[config.mk]
export PLATFORM = sky130hd
export DESIGN_NAME = periodic_stencil_address_gen_top_flat
export DESIGN_NICKNAME = d
export VERILOG_FILES = /design/src/design/psag_pkg.sv /design/src/design/psag_if.sv /design/src/design/periodic_stencil_address_gen_top.sv /design/src/flat_wrapper.sv
export SDC_FILE = /design/constraint.sdc
export NUM_CORES = 2
export LEC_CHECK = 0
export BUFFER_PORTS_ARGS = -buffer_cell sky130_fd_sc_hd__buf_2
export CAP_MARGIN = 20
export CORE_AREA = 2 2 305 307
export DETAILED_ROUTE_END_ITERATION = 10
export DIE_AREA = 0 0 307 309
export SYNTH_ARGS = -nofsm -noshare
export SYNTH_HDL_FRONTEND = slang
export SYNTH_SLANG_ARGS = --single-unit
[constraint.sdc]
create_clock -name clock -period 9.09 [get_ports clock]
set_input_delay 2.727 -clock clock [delete_from_list [all_inputs] [get_ports clock]]
set_output_delay 2.727 -clock clock [all_outputs]
set_load 0.1 [all_outputs]
[src/design/psag_pkg.sv]
package psag_pkg;

   localparam int CSR_DATA_BITS  = 11;
   localparam int CSR_INDEX_BITS = 2;
   localparam int ADDR_BITS      = 30;
   localparam int OFFSET_BITS    = 2;

   localparam logic [CSR_DATA_BITS-1:0] SIZE_RESET = 11'd1024;

   typedef enum logic [CSR_INDEX_BITS-1:0] {
      CSR_SIZE_I       = 2'd0,
      CSR_SIZE_J       = 2'd1,
      CSR_SIZE_K       = 2'd2,
      CSR_STENCIL_MODE = 2'd3
   } csr_index_type;

   // sideband that travels with each neighbor down the pipe
   typedef struct packed {
      logic [OFFSET_BITS-1:0] offset_i;
      logic [OFFSET_BITS-1:0] offset_j;
      logic [OFFSET_BITS-1:0] offset_k;
      logic                   last;
      logic                   bad_coord;
   } tag_type;

endpackage

[src/design/psag_if.sv]
interface psag_req_if #(
   parameter int COORD_BITS = 10
);
   logic                  valid;
   logic                  ready;
   logic [COORD_BITS-1:0] coord_i;
   logic [COORD_BITS-1:0] coord_j;
   logic [COORD_BITS-1:0] coord_k;

   modport source (output valid, coord_i, coord_j, coord_k, input ready);
   modport sink   (input valid, coord_i, coord_j, coord_k, output ready);
endinterface

interface psag_rsp_if;
   logic                              valid;
   logic                              ready;
   logic [psag_pkg::ADDR_BITS-1:0]    node_address;
   logic [psag_pkg::OFFSET_BITS-1:0]  offset_i;
   logic [psag_pkg::OFFSET_BITS-1:0]  offset_j;
   logic [psag_pkg::OFFSET_BITS-1:0]  offset_k;
   logic                              last;
   logic                              bad_coord;

   modport source (output valid, node_address, offset_i, offset_j, offset_k, last, bad_coord,
                   input ready);
   modport sink   (input valid, node_address, offset_i, offset_j, offset_k, last, bad_coord,
                   output ready);
endinterface

[src/design/periodic_stencil_address_gen_top.sv]
// channel   dir   transfer when          payload
// req_port  in    valid && ready         coord_i, coord_j, coord_k
// rsp_port  out   valid && ready         node_address, offset_i/j/k, last, bad_coord
// csr_*     in    csr_write_en high      csr_index, csr_write_data (no read-back)
//
// one grid point yields 27 neighbors (centered) or 8 (box), one per cycle unless rsp_port
// stalls; the next point is taken in the cycle its predecessor's last neighbor leaves the
// sequencer, so points run back to back
// first neighbor passes the sequencer and stages 1, 2, 3 and 4 before rsp_port
// reset is synchronous: sizes return to 1024, mode to centered, the pipe empties
// a stall on rsp_port freezes the sequencer and all stages together; bubbles keep their place
module periodic_stencil_address_gen_top #(
   parameter int COORD_BITS = 10
) (
   input  logic                                 clock,
   input  logic                                 reset,
   psag_req_if.sink                             req_port,
   psag_rsp_if.source                           rsp_port,
   input  logic                                 csr_write_en,
   input  logic [psag_pkg::CSR_INDEX_BITS-1:0]  csr_index,
   input  logic [psag_pkg::CSR_DATA_BITS-1:0]   csr_write_data
);
   import psag_pkg::*;

   // widths that follow from the coordinate width
   localparam int SB     = COORD_BITS + 1;                    // effective size
   localparam int EW     = (SB > CSR_DATA_BITS) ? SB : CSR_DATA_BITS;
   localparam int WW     = SB + 1;                            // wrap arithmetic
   localparam int PJ_W   = (COORD_BITS + SB < ADDR_BITS) ? COORD_BITS + SB : ADDR_BITS;
   localparam int SIJ_W  = (2 * SB < ADDR_BITS) ? 2 * SB : ADDR_BITS;
   localparam int PK_W   = (COORD_BITS + SIJ_W < ADDR_BITS) ? COORD_BITS + SIJ_W : ADDR_BITS;
   localparam logic [EW-1:0] MAX_SIZE = EW'(1) << COORD_BITS;

   localparam logic [OFFSET_BITS-1:0] SPAN_MAX_CENTERED = 2'd2;
   localparam logic [OFFSET_BITS-1:0] SPAN_MAX_BOX      = 2'd1;

   // zero reads as one, anything above the coordinate range as the full range
   function automatic logic [SB-1:0] eff_size(input logic [CSR_DATA_BITS-1:0] raw);
      logic [EW-1:0] r;
      r = EW'(raw);
      if (r == '0)
         return SB'(1);
      else if (r > MAX_SIZE)
         return SB'(MAX_SIZE);
      else
         return SB'(r);
   endfunction

   // periodic wrap of one axis; centered positions 0..2 mean -1..+1
   function automatic logic [COORD_BITS-1:0] wrap(input logic [COORD_BITS-1:0]  c,
                                                  input logic [OFFSET_BITS-1:0] p,
                                                  input logic [SB-1:0]          s,
                                                  input logic                   box);
      logic [WW-1:0] cp;
      logic [WW-1:0] sw;
      logic [WW-1:0] res;
      cp = WW'(c) + WW'(p);
      sw = WW'(s);
      if (box) begin
         res = (cp >= sw) ? cp - sw : cp;
      end else if (cp >= sw + WW'(1)) begin
         res = cp - WW'(1) - sw;
      end else if (cp == '0) begin
         res = sw - WW'(1);
      end else begin
         res = cp - WW'(1);
      end
      return COORD_BITS'(res);
   endfunction

   // configuration registers
   logic [CSR_DATA_BITS-1:0] size_i_ff, size_j_ff, size_k_ff;
   logic                     mode_box_ff;

   always_ff @(posedge clock) begin
      if (reset) begin
         size_i_ff   <= SIZE_RESET;
         size_j_ff   <= SIZE_RESET;
         size_k_ff   <= SIZE_RESET;
         mode_box_ff <= 1'b0;
      end else if (csr_write_en) begin
         unique case (csr_index_type'(csr_index))
            CSR_SIZE_I:       size_i_ff   <= csr_write_data;
            CSR_SIZE_J:       size_j_ff   <= csr_write_data;
            CSR_SIZE_K:       size_k_ff   <= csr_write_data;
            CSR_STENCIL_MODE: mode_box_ff <= csr_write_data[0];
            default:          ;
         endcase
      end
   end

   // ---------------------------------------------------------------------
   // neighbor sequencer: holds one point and walks p (outer), q, r (inner)
   // ---------------------------------------------------------------------
   logic                   busy_ff;
   logic [COORD_BITS-1:0]  ci_ff, cj_ff, ck_ff;
   logic [SB-1:0]          si_ff, sj_ff, sk_ff;
   logic                   box_ff, bad_ff;
   logic [OFFSET_BITS-1:0] p_ff, q_ff, r_ff;

   logic [SB-1:0]          si_in, sj_in, sk_in;
   logic                   bad_in;
   logic [OFFSET_BITS-1:0] span_max;
   logic                   seq_last;
   logic                   advance;
   logic                   accept;
   logic                   rsp_valid_ff;

   // whole pipe moves unless a finished result is held back
   assign advance  = !rsp_valid_ff || rsp_port.ready;
   assign span_max = box_ff ? SPAN_MAX_BOX : SPAN_MAX_CENTERED;
   assign seq_last = busy_ff && (p_ff == span_max) && (q_ff == span_max) && (r_ff == span_max);

   assign req_port.ready = advance && (!busy_ff || seq_last);
   assign accept         = req_port.valid && req_port.ready;

   assign si_in  = eff_size(size_i_ff);
   assign sj_in  = eff_size(size_j_ff);
   assign sk_in  = eff_size(size_k_ff);
   assign bad_in = (SB'(req_port.coord_i) >= si_in) || (SB'(req_port.coord_j) >= sj_in) ||
                   (SB'(req_port.coord_k) >= sk_in);

   always_ff @(posedge clock) begin
      if (reset) begin
         busy_ff <= 1'b0;
      end else if (advance) begin
         if (accept)
            busy_ff <= 1'b1;
         else if (seq_last)
            busy_ff <= 1'b0;
      end
   end

   always_ff @(posedge clock) begin
      if (advance) begin
         if (accept) begin
            ci_ff  <= req_port.coord_i;
            cj_ff  <= req_port.coord_j;
            ck_ff  <= req_port.coord_k;
            si_ff  <= si_in;
            sj_ff  <= sj_in;
            sk_ff  <= sk_in;
            box_ff <= mode_box_ff;
            bad_ff <= bad_in;
            p_ff   <= '0;
            q_ff   <= '0;
            r_ff   <= '0;
         end else if (busy_ff) begin
            // odometer step, r fastest
            if (r_ff != span_max) begin
               r_ff <= r_ff + OFFSET_BITS'(1);
            end else begin
               r_ff <= '0;
               if (q_ff != span_max) begin
                  q_ff <= q_ff + OFFSET_BITS'(1);
               end else begin
                  q_ff <= '0;
                  p_ff <= p_ff + OFFSET_BITS'(1);
               end
            end
         end
      end
   end

   // ---------------------------------------------------------------------
   // stage 1: wrapped neighbor coordinates
   // ---------------------------------------------------------------------
   logic                  s1_valid_ff;
   logic [COORD_BITS-1:0] s1_ni_ff, s1_nj_ff, s1_nk_ff;
   logic [SB-1:0]         s1_si_ff, s1_sj_ff;
   tag_type               s1_tag_ff, s1_tag_in;

   always_comb begin
      s1_tag_in.offset_i  = p_ff;
      s1_tag_in.offset_j  = q_ff;
      s1_tag_in.offset_k  = r_ff;
      s1_tag_in.last      = seq_last;
      s1_tag_in.bad_coord = bad_ff;
   end

   // stage 2: j term and i*j plane size
   logic                  s2_valid_ff;
   logic [COORD_BITS-1:0] s2_ni_ff, s2_nk_ff;
   logic [PJ_W-1:0]       s2_pj_ff;
   logic [SIJ_W-1:0]      s2_sij_ff;
   tag_type               s2_tag_ff;
   logic [COORD_BITS+SB-1:0] pj_full;
   logic [2*SB-1:0]          sij_full;

   assign pj_full  = (COORD_BITS + SB)'(s1_nj_ff) * (COORD_BITS + SB)'(s1_si_ff);
   assign sij_full = (2 * SB)'(s1_si_ff) * (2 * SB)'(s1_sj_ff);

   // stage 3: k term and partial sum
   logic                  s3_valid_ff;
   logic [PK_W-1:0]       s3_pk_ff;
   logic [ADDR_BITS-1:0]  s3_part_ff;
   tag_type               s3_tag_ff;
   logic [COORD_BITS+SIJ_W-1:0] pk_full;

   assign pk_full = (COORD_BITS + SIJ_W)'(s2_nk_ff) * (COORD_BITS + SIJ_W)'(s2_sij_ff);

   // stage 4: output register
   logic [ADDR_BITS-1:0]  rsp_addr_ff;
   tag_type               rsp_tag_ff;

   always_ff @(posedge clock) begin
      if (reset) begin
         s1_valid_ff  <= 1'b0;
         s2_valid_ff  <= 1'b0;
         s3_valid_ff  <= 1'b0;
         rsp_valid_ff <= 1'b0;
      end else if (advance) begin
         s1_valid_ff  <= busy_ff;
         s2_valid_ff  <= s1_valid_ff;
         s3_valid_ff  <= s2_valid_ff;
         rsp_valid_ff <= s3_valid_ff;
      end
   end

   always_ff @(posedge clock) begin
      if (advance) begin
         s1_ni_ff   <= wrap(ci_ff, p_ff, si_ff, box_ff);
         s1_nj_ff   <= wrap(cj_ff, q_ff, sj_ff, box_ff);
         s1_nk_ff   <= wrap(ck_ff, r_ff, sk_ff, box_ff);
         s1_si_ff   <= si_ff;
         s1_sj_ff   <= sj_ff;
         s1_tag_ff  <= s1_tag_in;

         s2_ni_ff   <= s1_ni_ff;
         s2_nk_ff   <= s1_nk_ff;
         s2_pj_ff   <= PJ_W'(pj_full);
         s2_sij_ff  <= SIJ_W'(sij_full);
         s2_tag_ff  <= s1_tag_ff;

         s3_pk_ff   <= PK_W'(pk_full);
         s3_part_ff <= ADDR_BITS'(s2_ni_ff) + ADDR_BITS'(s2_pj_ff);
         s3_tag_ff  <= s2_tag_ff;

         // sum wraps at the address width
         rsp_addr_ff <= s3_part_ff + ADDR_BITS'(s3_pk_ff);
         rsp_tag_ff  <= s3_tag_ff;
      end
   end

   assign rsp_port.valid        = rsp_valid_ff;
   assign rsp_port.node_address = rsp_addr_ff;
   assign rsp_port.offset_i     = rsp_tag_ff.offset_i;
   assign rsp_port.offset_j     = rsp_tag_ff.offset_j;
   assign rsp_port.offset_k     = rsp_tag_ff.offset_k;
   assign rsp_port.last         = rsp_tag_ff.last;
   assign rsp_port.bad_coord    = rsp_tag_ff.bad_coord;

endmodule
[src/flat_wrapper.sv]
// flat-port wrapper written by rule: the top's interface ports become plain ports
module periodic_stencil_address_gen_top_flat import psag_pkg::*;
#(
   parameter int COORD_BITS = 10
)
  (clock, reset, csr_write_en, csr_index, csr_write_data, req_port_valid, req_port_coord_i, req_port_coord_j, req_port_coord_k, req_port_ready, rsp_port_valid, rsp_port_node_address, rsp_port_offset_i, rsp_port_offset_j, rsp_port_offset_k, rsp_port_last, rsp_port_bad_coord, rsp_port_ready);
  psag_req_if #(.COORD_BITS(COORD_BITS)) req_port_i ();
  psag_rsp_if rsp_port_i ();
  input  logic clock;
  input  logic reset;
  input  logic csr_write_en;
  input  logic [psag_pkg::CSR_INDEX_BITS-1:0] csr_index;
  input  logic [psag_pkg::CSR_DATA_BITS-1:0] csr_write_data;
  input wire logic [$bits(req_port_i.valid)-1:0] req_port_valid;
  input wire logic [$bits(req_port_i.coord_i)-1:0] req_port_coord_i;
  input wire logic [$bits(req_port_i.coord_j)-1:0] req_port_coord_j;
  input wire logic [$bits(req_port_i.coord_k)-1:0] req_port_coord_k;
  output wire logic [$bits(req_port_i.ready)-1:0] req_port_ready;
  output wire logic [$bits(rsp_port_i.valid)-1:0] rsp_port_valid;
  output wire logic [$bits(rsp_port_i.node_address)-1:0] rsp_port_node_address;
  output wire logic [$bits(rsp_port_i.offset_i)-1:0] rsp_port_offset_i;
  output wire logic [$bits(rsp_port_i.offset_j)-1:0] rsp_port_offset_j;
  output wire logic [$bits(rsp_port_i.offset_k)-1:0] rsp_port_offset_k;
  output wire logic [$bits(rsp_port_i.last)-1:0] rsp_port_last;
  output wire logic [$bits(rsp_port_i.bad_coord)-1:0] rsp_port_bad_coord;
  input wire logic [$bits(rsp_port_i.ready)-1:0] rsp_port_ready;
  assign req_port_i.valid = req_port_valid;
  assign req_port_i.coord_i = req_port_coord_i;
  assign req_port_i.coord_j = req_port_coord_j;
  assign req_port_i.coord_k = req_port_coord_k;
  assign req_port_ready = req_port_i.ready;
  assign rsp_port_valid = rsp_port_i.valid;
  assign rsp_port_node_address = rsp_port_i.node_address;
  assign rsp_port_offset_i = rsp_port_i.offset_i;
  assign rsp_port_offset_j = rsp_port_i.offset_j;
  assign rsp_port_offset_k = rsp_port_i.offset_k;
  assign rsp_port_last = rsp_port_i.last;
  assign rsp_port_bad_coord = rsp_port_i.bad_coord;
  assign rsp_port_i.ready = rsp_port_ready;
  periodic_stencil_address_gen_top #(.COORD_BITS(COORD_BITS)) u_core (.clock(clock), .reset(reset), .req_port(req_port_i), .rsp_port(rsp_port_i), .csr_write_en(csr_write_en), .csr_index(csr_index), .csr_write_data(csr_write_data));
endmodule
== Word-level counts from Yosys, hierarchy flattened ==
Index checks and enable logic that the tools add are counted.

* Flip-flop bits (word level): 347
* Word-level logic and storage cells: 158

* $add $sub $neg: 23
* Multiply operators: 3
* Order comparisons: 12
* Equal/unequal tests: 10
* Multiplexer cells: 29
* Reduce and logical (&&, ||, !) cells: 29

{| class="wikitable"
|+ Operators with widths
! operator !! count
|-
| $mux 10 || 12
|-
| $mux 11 || 6
|-
| $sub 10x1->10 const B || 6
|-
| $sub 10x10->10 || 6
|-
| $add 11x1->12 const B || 3
|-
| $ge 11x12->1 || 3
|-
| $logic_not 12->1 || 3
|-
| $add 10x2->11 || 3
|-
| $ge 10x11->1 || 3
|-
| $ge 11x11->1 || 3
|-
| $gt 11x11->1 const B || 3
|-
| $logic_not 11->1 || 3
|-
| $add 30x30->30 || 1
|-
| $mul 10x22->30 || 1
|-
| $add 10x21->22 || 1
|-
| $mul 11x11->22 || 1
|-
| $mul 10x11->21 || 1
|-
| $mux 2 || 9
|-
| $reduce_and 2->1 || 7
|-
| $add 2x1->2 const B || 3
|-
| $eq 2x2->1 || 3
|-
| $logic_and 1x1->1 || 5
|-
| $eq 2x2->1 const B || 2
|-
| $logic_or 1x1->1 || 4
|-
| other kinds (9) || 14
|}

== Longest topological paths before layout ==
* Depth in word-level cells: 10
* Gate-level depth with buffers: 21
* Gate-level depth less buffers: 20

== Worst setup path after synthesis ==
Ideal clock, no wire load.

* Kind: input port to flip-flop
* Start point: input rsp_port_ready
* End point: register u_core.p_ff[0] (enable)
* Setup time: 0.341 ns
* Arrival: 8.628 ns
* Required time: 8.749 ns
* Slack: 0.121 ns
* Cell stages on the path: 4
* Path buffers: 0
* Cells stage by stage: nor2b_1 inv_1 o21ai_0 a21oi_1

* Word-level cells in the longest chain between the ends: 5
* Elaborated cells on any way between the ends: 7
* Classes of those cells: eq/ne: 2; reduce/logical: 5

{| class="wikitable"
|+ RTL lines
! what !! RTL line !! source
|-
| from (decl) || flat_wrapper.sv:26 || <nowiki>input wire logic [$bits(rsp_port_i.ready)-1:0] rsp_port_ready;</nowiki>
|-
| $logic_or 1x1->1 (*) || periodic_stencil_address_gen_top.sv:110 || <nowiki>assign advance = !rsp_valid_ff || rsp_port.ready;</nowiki>
|-
| named net u_core.advance || periodic_stencil_address_gen_top.sv:105 || <nowiki>logic advance;</nowiki>
|-
| $logic_and 1x1->1 || periodic_stencil_address_gen_top.sv:114 || <nowiki>assign req_port.ready = advance && (!busy_ff || seq_last);</nowiki>
|-
| $logic_and 1x1->1 || periodic_stencil_address_gen_top.sv:115 || <nowiki>assign accept = req_port.valid && req_port.ready;</nowiki>
|-
| $ne 2x1->1 (no line) / $reduce_bool 2->1 (equally long branches) || - ||
|-
| $reduce_and 4->1 (no line) (*) || - ||
|-
| to (signal assigned) || periodic_stencil_address_gen_top.sv:158 || <nowiki>p_ff <= p_ff + OFFSET_BITS'(1);</nowiki>
|-
| to (decl) || periodic_stencil_address_gen_top.sv:99 || <nowiki>logic [OFFSET_BITS-1:0] p_ff, q_ff, r_ff;</nowiki>
|}

The timed path passes the listed nets; every way through them passes the cells marked *.
A chain may end at the register's enable or synchronous reset.

== Worst setup path in the final report ==
* Start point: input rsp_port_ready
* End point: output req_port_ready

* Word-level cells in the longest chain between the ends: 2

{| class="wikitable"
|+ RTL lines
! what !! RTL line !! source
|-
| $logic_or 1x1->1 || periodic_stencil_address_gen_top.sv:110 ||
|-
| $logic_and 1x1->1 || periodic_stencil_address_gen_top.sv:114 ||
|-
| to (decl) || flat_wrapper.sv:18 || <nowiki>output wire logic [$bits(req_port_i.ready)-1:0] req_port_ready;</nowiki>
|}

No other way between the ends.

==> impl_metrics.tcl <==
set metrics [dict create \
    outcome "complete, no violations" \
    fillers 8994 \
    worst_pin_slew_ns 1.01 \
    fin_crit_ns 6.59 \
    post_cts_buffers 0 \
    crit_slowest_cell "nor2b_1" \
    start_util_pct 37.7 \
    cp.arrival_ns 3.86 \
    yosysSeqAreaShare_pct 28.4 \
    grt_pass1_wl_mm 126 \
    crit_required_ns 6.36 \
    firstDrtPassIters 7 \
    cts_buffer_depth 3 \
    die_y_um 309 \
    syn_to_final_growth_pct 8.20 \
    start_kind "input pin" \
    setup_viol 0 \
    grt_pass1_vias 24200 \
    syn_area_per_cell_um2 9.86 \
    critPathMaxStageDelay_ns 0.57 \
    maxCapViolCount 0 \
    fmax_ghz 0.152 \
    grt_max_degree 137 \
    setup_slack_ns 2.50 \
    rsz0062_at_grt "false" \
    htree_levels 2 \
    final_min_period_over_clock_period_pct 72.5 \
    hold_viol_final 0 \
    via_count 23700 \
    final_nets 4221 \
    hold_buffers 0 \
    drtIter0Drc 1003 \
    die_x_um 307 \
    dieArea_um2 94900 \
    cts_buffers 42 \
    drv_slew 0 \
    wl_per_cell_um 16.0 \
    multi_input_area_um2 22400 \
    ios 88 \
    crit_fanout 7 \
    synth_edf_count 300 \
    antenna_left 0 \
    wl_mm 75.5 \
    worstSetupPathType "input pin to output port" \
    cts-root-buf "clkbuf_16" \
    ys_async_sr_fraction_pct 0 \
    fin_setup_tns_ns 0 \
    cts_tree "done" \
    grt_overflow 0 \
    io_buffers 87 \
    grt_use_total_pct 16.3 \
    routabilityCongestion 0.850 \
    crit_top_cell "buf_2" \
    yosysUniqueCellTypes 101 \
    dp_hpwl_mm 58.2 \
    postSynthCellCount 3496 \
    synth-main-ff-cell "edfxtp_1" \
    antenna_found_initial 0 \
    finalClockSkew_ns 0.0224 \
    ctsResizeCount 0 \
    synth_seq_cells 339 \
    drive_gt1_share_pct 6.41 \
    ys_warn_count 0 \
    design.core.area_um2 91400 \
    clock_sinks 339 \
    dp_slack_ns 2.48 \
    antennaDiodeCount 0 \
    cp-end-kind "output port" \
    post-route-drc-count 0 \
    synth_fp_nets 4206 \
    hold_class "flip-flop to flip-flop" \
    num_rows 111 \
    final_common_cell "inv_1" \
    via_per_inst 5.02 \
    final_cell_mix "474 x inv_1, 408 x nand2_1, 344 x ha_1, 318 x fa_1, 300 x edfxtp_1" \
    whs_ns 0.418 \
    cts.clk_slew.worst_paths_ns 0.06 \
    path_cells "buf_2 > nor2b_1 > a21oi_1 > buf_2" \
    synth_area_um2 34500 \
    slew_headroom_pct 32.0 \
    clock_latency_ns 0.58 \
    register_area_um2 9790 \
]
[worst max-delay path: cells and delay by family]
family / cells / cell delay (ns)
AOI/OAI and AO/OA: 1 / 0.13
buffers and inverters: 2 / 0.44
and+or+nand+nor: 1 / 0.57
[per-stage QoR]
| stage | util [%] | area (um2) | std cells |
|---|---|---|---|
| detailed placement | 39.4 | 36000 | 4652 |
| CTS | 40.8 | 37300 | 4724 |
| floorplan | - | 34500 | 3496 |
| finish | 40.8 | 37300 | 4725 |
| global placement | 39.4 | 36000 | 4652 |
| global route | 40.8 | 37300 | 4725 |
[flip-flops by register name, summed over array words and instances, names as in the netlist, 11 cells and up]
signal                        count
u_core.s1_sj_ff                  11
u_core.size_k_ff                 11
u_core.size_i_ff                 11
u_core.sk_ff                     11
u_core.s3_pk_ff                  30
u_core.s3_part_ff                22
u_core.size_j_ff                 11
u_core.si_ff                     11
u_core.s2_sij_ff                 22
u_core.s2_pj_ff                  21
u_core.s1_si_ff                  11
u_core.sj_ff                     11
u_core.rsp_port.node_address     30
[final cells by class]
| type | count | share of cell area, % |
|---|---|---|
| Clock buffer | 50 | 3.01 |
| Clock inverter | 22 | 0.513 |
| Inverter | 477 | 4.82 |
| Multi-Input combinational cell | 2551 | 60.0 |
| Sequential cell | 339 | 26.2 |
| Tap cell | 1186 | 3.98 |
| Timing Repair Buffer | 100 | 1.48 |
[Yosys cell counts, types with 4 or more instances]
cell         n  area [um2]
or3_1        9        56.3
o41ai_1      5        43.8
o31ai_1      5        37.5
o21ai_0     80         400
and2_1     220        1380
a31oi_1     14        87.6
nand3_1     72         360
a22oi_1      6        45.0
nor2b_1     27         169
a21o_1      49         368
edfxtp_1   300        9010
inv_1      475        1780
a211o_1      7        61.3
dfxtp_1     39         781
mux2_2      12         135
a211oi_1    16         120
nor3_1      62         310
buf_2       10        50.1
o211ai_1    12        90.1
a311oi_1     6        52.6
xor2_1      49         429
o21a_1      26         195
nand2b_1    41         257
or2_2        9        56.3
o21bai_1     9        67.6
o22ai_1      5        31.3
ha_1       344        4300
a2111oi_0    5        43.8
mux2i_1     83         831
clkbuf_1   110         413
nor4_1      22         138
xnor2_1    177        1550
fa_1       318        6370
nand4b_1     4        35.0
nand4_1     22         138
and3_1      20         125
buf_4        6        45.0
nor2_1     141         529
o221ai_1     5        43.8
nand3b_1     5        37.5
a21oi_1    146         731
nand2_1    408        1530
o21ai_1     12        60.1
a21boi_0    11        82.6
[layer usage]
metal,GRT usage (%),up-vias,wire (um)
met4,3.86,0,1520
met1,23.1,11500,36500
met5,0,-,0
met2,26.7,458,34500
met3,1.86,87,3020
li1,-,11700,-
[worst paths after layout]
| kind | startpoint | to | slack (ns) | cells after the start |
|---|---|---|---|---|
| worst max register to register | u_core.s2_nk_ff[3] | u_core.s3_pk_ff[26] | 2.93 | 20 |
| worst max-delay path | rsp_port_ready | req_port_ready | 2.50 | 4 |
| worst min-delay path | u_core.s2_tag_ff[6] | u_core.s3_tag_ff[6] | 0.42 | 0 |
| worst min register to register | u_core.s2_tag_ff[6] | u_core.s3_tag_ff[6] | 0.42 | 0 |
[cell families (layout without fill, tap and decap cells)]
group / after synthesis / in the layout / share of synthesized area, %
AO/OA/AOI/OAI: 464 / 464 / 8.88
buffers and inverters: 606 / 649 / 6.75
flip-flops: 339 / 339 / 28.4
multiplexers: 97 / 97 / 2.87
adder cells (fa/ha/maj): 662 / 662 / 30.9
AND/OR/NAND/NOR: 1093 / 1093 / 15.9
XOR/XNOR: 235 / 235 / 6.27
Power is not shown: default switching activity piles up to over one toggle a cycle in this logic, so the estimate is an artifact.
